$ cat config.mk
export PLATFORM = sky130hd
export DESIGN_NAME = discrete_input_mode_processor
export DESIGN_NICKNAME = d
export VERILOG_FILES = /design/src/rtl/core/dimp_pkg.sv /design/src/rtl/core/dimp_lane.sv /design/src/rtl/core/dimp_merge.sv /design/src/rtl/core/discrete_input_mode_processor.sv
export VERILOG_INCLUDE_DIRS = /design/src /design/src/rtl/core
export SDC_FILE = /design/constraint.sdc
export NUM_CORES = 2
export LEC_CHECK = 0
export BUFFER_PORTS_ARGS = -buffer_cell sky130_fd_sc_hd__buf_2
export CAP_MARGIN = 20
export CORE_MARGIN = 1
export CORE_UTILIZATION = 47
export CTS_CLUSTER_DIAMETER = 60
export DETAILED_ROUTE_END_ITERATION = 10
export SLEW_MARGIN = 20
export SYNTH_ARGS = -nofsm -noshare
export SYNTH_HDL_FRONTEND = slang
export SYNTH_HIERARCHICAL = 1
export SYNTH_SLANG_ARGS = --single-unit
export TNS_END_PERCENT = 1
$ cat constraint.sdc
create_clock -name clk -period 5.64 [get_ports clk]
set_input_delay 0.564 -clock clk [delete_from_list [all_inputs] [get_ports clk]]
set_output_delay 0.564 -clock clk [all_outputs]
set_load 0.005 [all_outputs]
$ cat src/rtl/core/discrete_input_mode_processor_macros.svh
// Assertion macros for the RTL; dimp_merge.sv is the file that includes them.
// DIMP_ASSERT checks a property outside reset; DIMP_ASSERT_ALWAYS checks it at every edge.
`ifndef DISCRETE_INPUT_MODE_PROCESSOR_MACROS_SVH
`define DISCRETE_INPUT_MODE_PROCESSOR_MACROS_SVH

`ifndef ASSERT_OFF
`define DIMP_ASSERT(lbl, clk, rst_n, prop) \
	lbl: assert property (@(posedge clk) disable iff (!rst_n) prop) \
		else $error("assertion failed");
`define DIMP_ASSERT_ALWAYS(lbl, clk, prop) \
	lbl: assert property (@(posedge clk) prop) \
		else $error("assertion failed");
`else
`define DIMP_ASSERT(lbl, clk, rst_n, prop)
`define DIMP_ASSERT_ALWAYS(lbl, clk, prop)
`endif

`endif

$ cat src/rtl/core/dimp_pkg.sv
package dimp_pkg;

	// Request codes carried by req_type
	typedef enum logic [1:0] {
		REQ_TICK  = 2'd0,
		REQ_CLEAR = 2'd1,
		REQ_SET   = 2'd2,
		REQ_READ  = 2'd3
	} req_t;

	// Channel mode codes
	localparam logic [3:0] MODE_LOW      = 4'd0;
	localparam logic [3:0] MODE_HIGH     = 4'd1;
	localparam logic [3:0] MODE_DIRECT   = 4'd2;
	localparam logic [3:0] MODE_INVERT   = 4'd3;
	localparam logic [3:0] MODE_CNT_FALL = 4'd4;
	localparam logic [3:0] MODE_CNT_RISE = 4'd5;
	localparam logic [3:0] MODE_CNT_BOTH = 4'd6;
	localparam logic [3:0] MODE_TGL_FALL = 4'd7;
	localparam logic [3:0] MODE_TGL_RISE = 4'd8;

	// Register indexes (paddr[2])
	localparam logic REG_MODE_SELECT   = 1'b0;
	localparam logic REG_BYPASS_ENABLE = 1'b1;

	localparam logic [31:0] MODE_RESET = 32'h2222_2222;
	localparam logic [31:0] COUNT_MAX  = 32'hFFFF_FFFF;

	localparam int VALUE_W = 32;
	localparam int MAX_CH  = 8;

	// Per-lane control for one transaction
	typedef struct packed {
		logic                go;
		req_t                req;
		logic                pin;
		logic                sel;
		logic                bypass;
		logic [3:0]          mode;
		logic [VALUE_W-1:0]  new_value;
	} lane_ctrl_t;

endpackage

$ cat src/rtl/core/dimp_lane.sv
module dimp_lane (
	input  logic                              clk,
	input  logic                              arst_n,
	input  dimp_pkg::lane_ctrl_t              ctrl,
	output logic [dimp_pkg::VALUE_W-1:0]      value,
	output logic                              nz_next
);

	logic [dimp_pkg::VALUE_W-1:0] value_q;
	logic [dimp_pkg::VALUE_W-1:0] value_next;
	logic                         prev_q;
	logic                         prev_next;
	logic                         fall;
	logic                         rise;
	logic                         tick;

	assign fall = prev_q & ~ctrl.pin;
	assign rise = ~prev_q & ctrl.pin;
	assign tick = ctrl.go && (ctrl.req == dimp_pkg::REQ_TICK) && !ctrl.bypass;

	// Compute the channel's next value and previous level
	always_comb begin
		value_next = value_q;
		prev_next  = prev_q;
		if (tick) begin
			case (ctrl.mode) inside
				dimp_pkg::MODE_LOW:    value_next = '0;
				dimp_pkg::MODE_HIGH:   value_next = 32'd1;
				dimp_pkg::MODE_DIRECT: value_next = {31'd0, ctrl.pin};
				dimp_pkg::MODE_INVERT: value_next = {31'd0, ~ctrl.pin};
				dimp_pkg::MODE_CNT_FALL, dimp_pkg::MODE_CNT_RISE,
				dimp_pkg::MODE_CNT_BOTH: begin
					prev_next = ctrl.pin;
					if (((ctrl.mode == dimp_pkg::MODE_CNT_FALL) && fall) ||
					    ((ctrl.mode == dimp_pkg::MODE_CNT_RISE) && rise) ||
					    ((ctrl.mode == dimp_pkg::MODE_CNT_BOTH) && (fall || rise))) begin
						if (value_q != dimp_pkg::COUNT_MAX)
							value_next = 32'(value_q + 32'd1);
					end
				end
				dimp_pkg::MODE_TGL_FALL, dimp_pkg::MODE_TGL_RISE: begin
					prev_next = ctrl.pin;
					if (((ctrl.mode == dimp_pkg::MODE_TGL_FALL) && fall) ||
					    ((ctrl.mode == dimp_pkg::MODE_TGL_RISE) && rise))
						value_next = (value_q != '0) ? '0 : 32'd1;
				end
				default: ;
			endcase
		end else if (ctrl.go && ctrl.sel && (ctrl.req == dimp_pkg::REQ_CLEAR)) begin
			// Clear only takes effect in the counting modes
			case (ctrl.mode) inside
				dimp_pkg::MODE_CNT_FALL, dimp_pkg::MODE_CNT_RISE,
				dimp_pkg::MODE_CNT_BOTH: value_next = '0;
				default: ;
			endcase
		end else if (ctrl.go && ctrl.sel && ctrl.bypass && (ctrl.req == dimp_pkg::REQ_SET)) begin
			value_next = ctrl.new_value;
		end
	end

	// Hold channel state
	always_ff @(posedge clk or negedge arst_n) begin
		if (!arst_n) begin
			value_q <= '0;
			prev_q  <= 1'b0;
		end else begin
			value_q <= value_next;
			prev_q  <= prev_next;
		end
	end

	assign value   = value_q;
	assign nz_next = (value_next != '0);

endmodule

$ cat src/rtl/core/dimp_merge.sv
`include "discrete_input_mode_processor_macros.svh"

module dimp_merge #(
	parameter int CHANNELS = 8
) (
	input  logic                                        clk,
	input  logic                                        arst_n,
	input  logic                                        push,
	input  dimp_pkg::req_t                              req,
	input  logic [2:0]                                  channel,
	input  logic [CHANNELS-1:0][dimp_pkg::VALUE_W-1:0]  values,
	input  logic [CHANNELS-1:0]                         nz,
	output logic                                        full,
	output logic                                        rsp_valid,
	input  logic                                        rsp_stall,
	output logic [dimp_pkg::VALUE_W-1:0]                read_value,
	output logic [dimp_pkg::MAX_CH-1:0]                 level_bits
);

	logic [dimp_pkg::VALUE_W-1:0] rd_new;
	logic [dimp_pkg::MAX_CH-1:0]  lv_new;
	logic                         main_v_q;
	logic                         skid_v_q;
	logic [dimp_pkg::VALUE_W-1:0] main_rd_q;
	logic [dimp_pkg::MAX_CH-1:0]  main_lv_q;
	logic [dimp_pkg::VALUE_W-1:0] skid_rd_q;
	logic [dimp_pkg::MAX_CH-1:0]  skid_lv_q;
	logic                         pop;

	// Select the addressed lane on a read and gather the level bits
	always_comb begin
		rd_new = '0;
		if (req == dimp_pkg::REQ_READ) begin
			for (int i = 0; i < CHANNELS; i++) begin
				if (channel == 3'(i))
					rd_new = values[i];
			end
		end
		lv_new = '0;
		lv_new[CHANNELS-1:0] = nz;
	end

	assign pop = main_v_q && !rsp_stall;

	// Advance the two-entry result buffer
	always_ff @(posedge clk or negedge arst_n) begin
		if (!arst_n) begin
			main_v_q <= 1'b0;
			skid_v_q <= 1'b0;
		end else begin
			if (pop && skid_v_q) begin
				main_v_q <= 1'b1;
				skid_v_q <= 1'b0;
			end else if (push && (!main_v_q || pop)) begin
				main_v_q <= 1'b1;
			end else if (push) begin
				skid_v_q <= 1'b1;
			end else if (pop) begin
				main_v_q <= 1'b0;
			end
		end
	end

	// Move payload alongside the valid bits
	always_ff @(posedge clk) begin
		if (pop && skid_v_q) begin
			main_rd_q <= skid_rd_q;
			main_lv_q <= skid_lv_q;
		end else if (push && (!main_v_q || pop)) begin
			main_rd_q <= rd_new;
			main_lv_q <= lv_new;
		end
		if (push && main_v_q && !pop) begin
			skid_rd_q <= rd_new;
			skid_lv_q <= lv_new;
		end
	end

	assign full       = skid_v_q;
	assign rsp_valid  = main_v_q;
	assign read_value = main_rd_q;
	assign level_bits = main_lv_q;

	`DIMP_ASSERT(a_skid_needs_main, clk, arst_n, skid_v_q |-> main_v_q)
	`DIMP_ASSERT(a_skid_fill, clk, arst_n, (push && main_v_q && rsp_stall) |=> skid_v_q)
	`DIMP_ASSERT(a_skid_drain, clk, arst_n, (pop && skid_v_q) |=> (main_v_q && !skid_v_q))
	`DIMP_ASSERT(a_no_push_full, clk, arst_n, push |-> !skid_v_q)

endmodule

$ cat src/rtl/core/discrete_input_mode_processor.sv
// Discrete input mode processor: CHANNELS lanes, one per discrete input, each
// update their channel value in parallel, so the block takes one transaction
// every clock while req_stall is low and registers each result in a two-entry
// output buffer. The buffer lets one more transaction be taken while a result
// is stalled; req_stall rises only once both entries are full.
// Configuration (mode_select at 0x0, bypass_enable at 0x4) must be written over the
// APB port only while no transaction is in flight; the block does not enforce it.
module discrete_input_mode_processor #(
	parameter int CHANNELS = 8
) (
	input  logic        clk,
	input  logic        arst_n,
	input  logic        psel,
	input  logic        penable,
	input  logic        pwrite,
	input  logic [2:0]  paddr,
	input  logic [31:0] pwdata,
	output logic [31:0] prdata,
	output logic        pready,
	input  logic        req_valid,
	output logic        req_stall,
	input  logic [1:0]  req_type,
	input  logic [7:0]  pin_levels,
	input  logic [2:0]  channel,
	input  logic [31:0] new_value,
	output logic        rsp_valid,
	input  logic        rsp_stall,
	output logic [31:0] read_value,
	output logic [7:0]  level_bits
);

	logic [31:0]                               mode_q;
	logic [7:0]                                bypass_q;
	logic                                      accept;
	logic                                      full;
	dimp_pkg::req_t                            req;
	logic [CHANNELS-1:0][dimp_pkg::VALUE_W-1:0] values;
	logic [CHANNELS-1:0]                       nz;

	assign pready = 1'b1;

	// Write configuration registers
	always_ff @(posedge clk or negedge arst_n) begin
		if (!arst_n) begin
			mode_q   <= dimp_pkg::MODE_RESET;
			bypass_q <= '0;
		end else if (psel && penable && pwrite) begin
			unique case (paddr[2])
				dimp_pkg::REG_MODE_SELECT:   mode_q   <= pwdata;
				dimp_pkg::REG_BYPASS_ENABLE: bypass_q <= pwdata[7:0];
				default: ;
			endcase
		end
	end

	// Return register contents on reads
	always_comb begin
		unique case (paddr[2])
			dimp_pkg::REG_MODE_SELECT:   prdata = mode_q;
			dimp_pkg::REG_BYPASS_ENABLE: prdata = {24'd0, bypass_q};
			default:                     prdata = '0;
		endcase
	end

	assign req_stall = full;
	assign accept    = req_valid && !full;
	assign req       = dimp_pkg::req_t'(req_type);

	// One lane per channel
	for (genvar i = 0; i < CHANNELS; i++) begin : g_lane
		dimp_pkg::lane_ctrl_t ctrl;

		always_comb begin
			ctrl.go        = accept;
			ctrl.req       = req;
			ctrl.pin       = pin_levels[i];
			ctrl.sel       = (channel == 3'(i));
			ctrl.bypass    = bypass_q[i];
			ctrl.mode      = mode_q[4*i +: 4];
			ctrl.new_value = new_value;
		end

		dimp_lane u_lane (
			.clk     (clk),
			.arst_n  (arst_n),
			.ctrl    (ctrl),
			.value   (values[i]),
			.nz_next (nz[i])
		);
	end

	dimp_merge #(
		.CHANNELS (CHANNELS)
	) u_merge (
		.clk        (clk),
		.arst_n     (arst_n),
		.push       (accept),
		.req        (req),
		.channel    (channel),
		.values     (values),
		.nz         (nz),
		.full       (full),
		.rsp_valid  (rsp_valid),
		.rsp_stall  (rsp_stall),
		.read_value (read_value),
		.level_bits (level_bits)
	);

endmodule

[Word level (Yosys, flattened, before mapping)]
Cells that the tools add are included.
W data, S select, Z words.
Word-level totals
  register bits after elaboration: 386
  input port bits: 87
  output and inout bits: 75
  word-level logic and storage cells: 529
Operators by class
  add/subtract/negate cells: 8
  eq/ne operators: 84
  multiplexer cells: 149
  bitwise gates (word level): 65
  reduce and logical (&&, ||, !) cells: 199
Operators with widths (number)
  $mux W32: 115
  $reduce_bool A32 Y1: 16
  $add A32 B1 Y32 const B: 8
  $ne A32 B32 Y1 const B: 8
  $eq A4 B3 Y1 const B: 32
  $logic_and A1 B1 Y1: 89
  $eq A4 B2 Y1 const B: 16
  $pmux W32 S2: 1
  $not A1 Y1: 49
  $reduce_and A6 Y1: 8
  $logic_or A1 B1 Y1: 33
  $eq A4 B1 Y1 const B: 8
  $eq A4 B4 Y1 const B: 8
  $logic_not A4 Y1: 8
  $mux W1: 31
  $reduce_or A3 Y1: 8
  $reduce_bool A2 Y1: 10
  $and A1 B1 Y1: 16
  $mux W8: 2
  $reduce_or A2 Y1: 8
  $eq A3 B3 Y1 const B: 4
  $logic_not A1 Y1: 12
  $reduce_and A2 Y1: 4
  $eq A3 B2 Y1 const B: 2
  other kinds (8): 9

[Longest topological paths before layout]
  depth in word-level cells: 15
  mapped depth: 14
  depth with buffers taken out: 12

[By module]
Netlist, hierarchy kept.
Modules (own cells, without submodules)
  dimp_lane at g_lane[3].u_lane ...: instances 4, cells each 389, area an instance 3012.9 um^2, sequential area each 825.8 um^2
  dimp_lane at g_lane[1].u_lane ...: instances 2, cells each 384, area an instance 2997.9 um^2, sequential area each 825.8 um^2
  dimp_merge: instances 1, cells each 498, area an instance 5693.0 um^2, sequential area each 2452.4 um^2
  dimp_lane at g_lane[7].u_lane: instances 1, cells each 413, area an instance 3273.1 um^2, sequential area each 825.8 um^2
  dimp_lane at g_lane[0].u_lane: instances 1, cells each 402, area an instance 3083.0 um^2, sequential area each 825.8 um^2
  discrete_input_mode_processor: instances 1, cells each 133, area an instance 1984.4 um^2, sequential area each 1011.0 um^2

[Worst setup path before layout]
No wires, ideal clock.
  kind: input-to-reg
  from: input port req_valid
  to: register u_merge.main_lv_q, in the netlist u_merge/level_bits[7], data pin
  setup time: 0.253 ns
  arrival time: 3.977 ns
  setup slack: 1.411 ns
  stages on the path: 12
  buffers on the path: 1
  path through: nor2b_1 > nand2_1 > or4_1 > buf_2 > and2_4 > a32oi_1 > or3b_1 > or4b_1 > nor4_1 > nand4b_1 > nand2_1 > nand2_1
Between the ends
  word-level cells in the longest chain between the ends: 10
  elaborated cells between the ends (all ways): 13
Ends and longest elaborated chain
  start: declaration: RTL line discrete_input_mode_processor.sv:20  | input logic req_valid,
  $logic_and A1 B1 Y1 *: RTL line discrete_input_mode_processor.sv:66  | assign accept = req_valid && !full;
  $logic_and A1 B1 Y1: RTL line dimp_lane.sv:49, dimp_lane.sv:56
  $logic_and A1 B1 Y1 (2 in a row): RTL line dimp_lane.sv:56  | end else if (ctrl.go && ctrl.sel && ctrl.bypass && (ctrl.req == dimp_pkg::REQ_SET)) begin
  $mux W32: RTL line dimp_lane.sv:56
  $mux W32: RTL line dimp_lane.sv:49  | end else if (ctrl.go && ctrl.sel && (ctrl.req == dimp_pkg::REQ_CLEAR)) begin
  $mux W32 *: RTL line dimp_lane.sv:25  | if (tick) begin
  named net g_lane[7].u_lane.value_next (one bit): RTL line dimp_lane.sv:10  | logic [dimp_pkg::VALUE_W-1:0] value_next;
  $reduce_bool A32 Y1 *: RTL line dimp_lane.sv:73  | assign nz_next = (value_next != '0);
  named net nz[7]: RTL line discrete_input_mode_processor.sv:38  | logic [CHANNELS-1:0] nz;
  $mux W8 *: RTL line dimp_merge.sv:69  | end else if (push && (!main_v_q || pop)) begin
  $mux W8 *: RTL line dimp_merge.sv:66  | if (pop && skid_v_q) begin
  end signal: assignment: RTL line dimp_merge.sv:68  | main_lv_q <= skid_lv_q;
  end signal: assignment: RTL line dimp_merge.sv:71  | main_lv_q <= lv_new;
  end: declaration: RTL line dimp_merge.sv:25  | logic [dimp_pkg::MAX_CH-1:0] main_lv_q;
Mark *: on every way through the listed nets, which the timed path passes. The rest lies on a longest branch. The select of a mux whose other input is x is not followed.
A chain may end at the register's enable or synchronous reset.

[Worst setup path after layout]
  from: register g_lane[5].u_lane.value_q, in the netlist g_lane[5].u_lane/value[16]
  to: register u_merge.main_lv_q, in the netlist u_merge/level_bits[5], data pin
Between the ends
  word-level cells in the longest chain between the ends: 13
  elaborated cells between the ends (all ways): 20
Ends and longest elaborated chain
  start: declaration: RTL line dimp_lane.sv:9  | logic [dimp_pkg::VALUE_W-1:0] value_q;
  start signal: assignment: RTL line dimp_lane.sv:67  | value_q <= value_next;
  parallel branches: the longest is 9 deep, another holds $add A32 B1 Y32
  $mux W32 *: RTL line dimp_lane.sv:25
  $reduce_bool A32 Y1 *: RTL line dimp_lane.sv:73
  named net nz[5]: RTL line discrete_input_mode_processor.sv:38
  $mux W8 *: RTL line dimp_merge.sv:69
  $mux W8 *: RTL line dimp_merge.sv:66
Mark *: on every way through the listed nets, which the timed path passes. The select of a mux whose other input is x is not followed.

==> impl_results.md <==
- Req. time, crit path: around 6.0 ns
- Simple-gate share of the synthesized area: 0.3027
- Final Cycle Share: 0.8222
- Reg2reg start: g_lane[5].u_lane/value[16]
- Fin Setup TNS: 0 ns
- Worst setup SP type: flip-flop
- Die Height: ~260 um
- CTS tree: built
- Critical path, cell by cell: nand4_2 > nor4_1 > nand3_1 > o311a_1 > o21ai_0 > or4bb_1 > nor4_1 > nand3_1 > nand2_1 > nand2_1
- Worst R2R Path Depth: 10
- Slew Limit Fails: 0
- IO Port Bufs: 158
- Min-delay worst type: in2reg
- Site Rows: 95
- P&R area growth vs syn: 10.32%
- Most frequent cells in the layout: nand2_1, dfrtp_1, nand3_1
- Global placer's final weighted congestion: 1.056
- Sequential fraction of the synthesis area: 0.3139
- CP max-delay cell: dfrtp_1
- Vias in the first global route: between 30000 and 40000
- Commonest non-fill, non-tap cell in the layout: nand2_1
- Leak: 13.89 nW
- Relative slew slack: 0.3023
- RR Endpoint: u_merge/level_bits[5]
- Post-synthesis xor/xnor area fraction: 0.0005460
- Clock buffer depth: 3
- Largest net degree at the start of global routing: roughly 120
- Hold path startpoint: pwdata[27]
- Slew @ Worst Pin: 1.040 ns
- Main area contributors after synthesis: dfrtp_1, edfxtp_1, nand2_1
- Synth Area in Adders: 0.01248
- CTS Buf Count: 54
- Layout Cells excl Fill: between 4000 and 5000
- H-tree levels: 2
- First-pass detailed-route iteration total: 6
- Cts hold-fix bufs: 1
- Layout cells sized above 1: 0.1632
- Placed inst area: 33450 um^2
- I/O pin total: about 160
- Mean Syn Cell Area: 8.509 um^2
- Leading area contributor after synthesis: dfrtp_1
- Initial core utilization: 0.4760
- Die width: 263.3 um
- Routed wire per std cell: roughly 32 um
- DR vias: between 30000 and 40000
- Synthesized area: 32080 um^2
- Hold Path Stages: 2
- Total gr overflow: 0
- DRC Markers: 0
- Status: completed
- Max VDD drop: 0.4800 mV
- Clk root buf: clkbuf_16
- Synth Instances: between 3000 and 4000
- Initial DRC Count: 6244
- Setup Buffers After CTS: 0
- Synth top area share: 0.2324
- Fmax: 215.7 MHz
- Synth warn: 6
- Predominant post-synthesis flop cell: dfrtp_1
- Tmin final: 4.637 ns
- Main combinational cell family by area after synthesis: simple AND/OR/NAND/NOR gates
- Global-route wire length before repair: 222200 um
- CP top delay family: simple AND/OR/NAND/NOR gates
- Synth cell types: around 110
- Initial antenna violation count: 11
- Detailed Route WL: between 150000 and 200000 um
- Vias per cell: 7.414
- Clk_lat worst skew: 0.63 ns
- Max-cap violations: 0
- Post-CTS Resized: 0
- Post-synthesis mux area share: 0.07754
- Post-DP HPWL: 106800 um
- Synth Area in Compound Gates: 0.2370
- Hold violation total from the final report: 0
- Worst Skew: between 0.02 and 0.025 ns
- Unrepaired setup endpoints after global routing: no
- CP Buf/Inv Count: 0
- Critical setup path kind: reg2reg
- Async S/R FF share, synth: 0.7927
- Synthesized flop and latch total: 386
- Final #Nets: 3922
- Power density over cell area: 377.0 nW/um^2
- Hold EP: mode_q[27]
- Crit path DAT: 5.02 ns
- Total GRT Usage: 0.4292
- Final instance area: between 30000 and 40000 um^2
- Post-synth EDFFs: 80
- Critical Path End Type: flip-flop
- Crit-path max cell delay: 0.65 ns
- Die ar.: 69310 um^2
- Syn_nets: 3889
- R2r setup slk: ~1 ns
- DRT antenna net count: 0
- Final setup violation count: 0
- CP Max Fanout: 9
- Core area: 67400 um^2
- CTS Sinks: approximately 390
- Placed Cells: 4619
- Worst-path clk slew: 0.06 ns
## report_power, final
| group | switching, W | internal, W |
|---|---|---|
| clock | 0.00149 | 0.00222 |
| combinational | 0.00261 | 0.00179 |
| sequential | 0.00166 | 0.00358 |
## Yosys cell counts, drive strengths merged, types with 93 or more instances
| cell type | number |
|---|---|
| a21oi | 109 |
| a22oi | 101 |
| and3 | 102 |
| buf | 98 |
| clkbuf | 190 |
| dfrtp | 298 |
| inv | 93 |
| mux2 | 114 |
| mux2i | 109 |
| nand2 | 380 |
| nand3 | 271 |
| nand4 | 141 |
| nor2 | 197 |
| nor4 | 156 |
| o211ai | 99 |
| o21ai | 214 |
## final cells by class
| class | count | area [um^2] |
|---|---|---|
| Antenna cell | 9 | 22.52 |
| Clock buffer | 62 | 1433 |
| Clock inverter | 39 | 471.7 |
| Fill cell | 6397 | 32000 |
| Inverter | 93 | 349.1 |
| Multi-Input combinational cell | 3003 | 20320 |
| Sequential cell | 386 | 10070 |
| Tap cell | 873 | 1092 |
| Timing Repair Buffer | 265 | 1637 |
## per-layer routing
layer | vias up | part of all wire | global-route usage
li1 | 14960 | - | -
met1 | 16900 | 0.40 | 0.6046
met2 | 2716 | 0.40 | 0.5908
met3 | 485 | 0.14 | 0.1150
met4 | 10 | 0.064 | 0.2358
met5 | - | 0.00067 | 0
## kinds of logic (layout without fill, tap and decap cells)
family	count (synthesis)	count (layout)
DFF	386	386
xor gates and xnor gates	2	2
buffers and inverters	381	459
and+or+nand+nor	1726	1726
muxes	223	223
AOI/OAI and AO/OA	1019	1019
adders and majority gates	32	32
other	1	10
## worst max path at each step
stage / startpoint / to / slack (ns) / depth (start not counted)
floorplan: req_valid / u_merge/level_bits[7] / 1.41 / 12
global placement: channel[2] / u_merge/level_bits[5] / 1.05 / 14
detailed placement: channel[0] / u_merge/level_bits[5] / 1.05 / 14
CTS: g_lane[5].u_lane/value[16] / u_merge/level_bits[5] / 1.28 / 10
global route: g_lane[5].u_lane/value[16] / u_merge/level_bits[5] / 0.98 / 10
finish: g_lane[5].u_lane/value[16] / u_merge/level_bits[5] / 1.00 / 10
## sequential cells by signal, indices dropped and copies added (netlist names)
register and cells:
u_merge/level_bits 8, u_merge/read_value 32, bypass_q 8, g_lane.u_lane/prev_q 8, mode_q 32, u_merge/full 1
u_merge/skid_lv_q 8, u_merge/rsp_valid 1, g_lane.u_lane/value 256, u_merge/skid_rd_q 32
## through the flow
step                power, W    util  hold slack (ns)  setup WS [ns]
floorplan           0.007355       -           0.2684          1.411
global placement    0.009361  0.4963           0.4946          1.048
detailed placement  0.009374  0.4963           0.5014          1.051
CTS                  0.01309  0.5247           0.1455          1.280
global route         0.01378  0.5248           0.1651         0.9807
finish               0.01334  0.5251           0.1647          1.003
(Power assumes the default switching activity.)
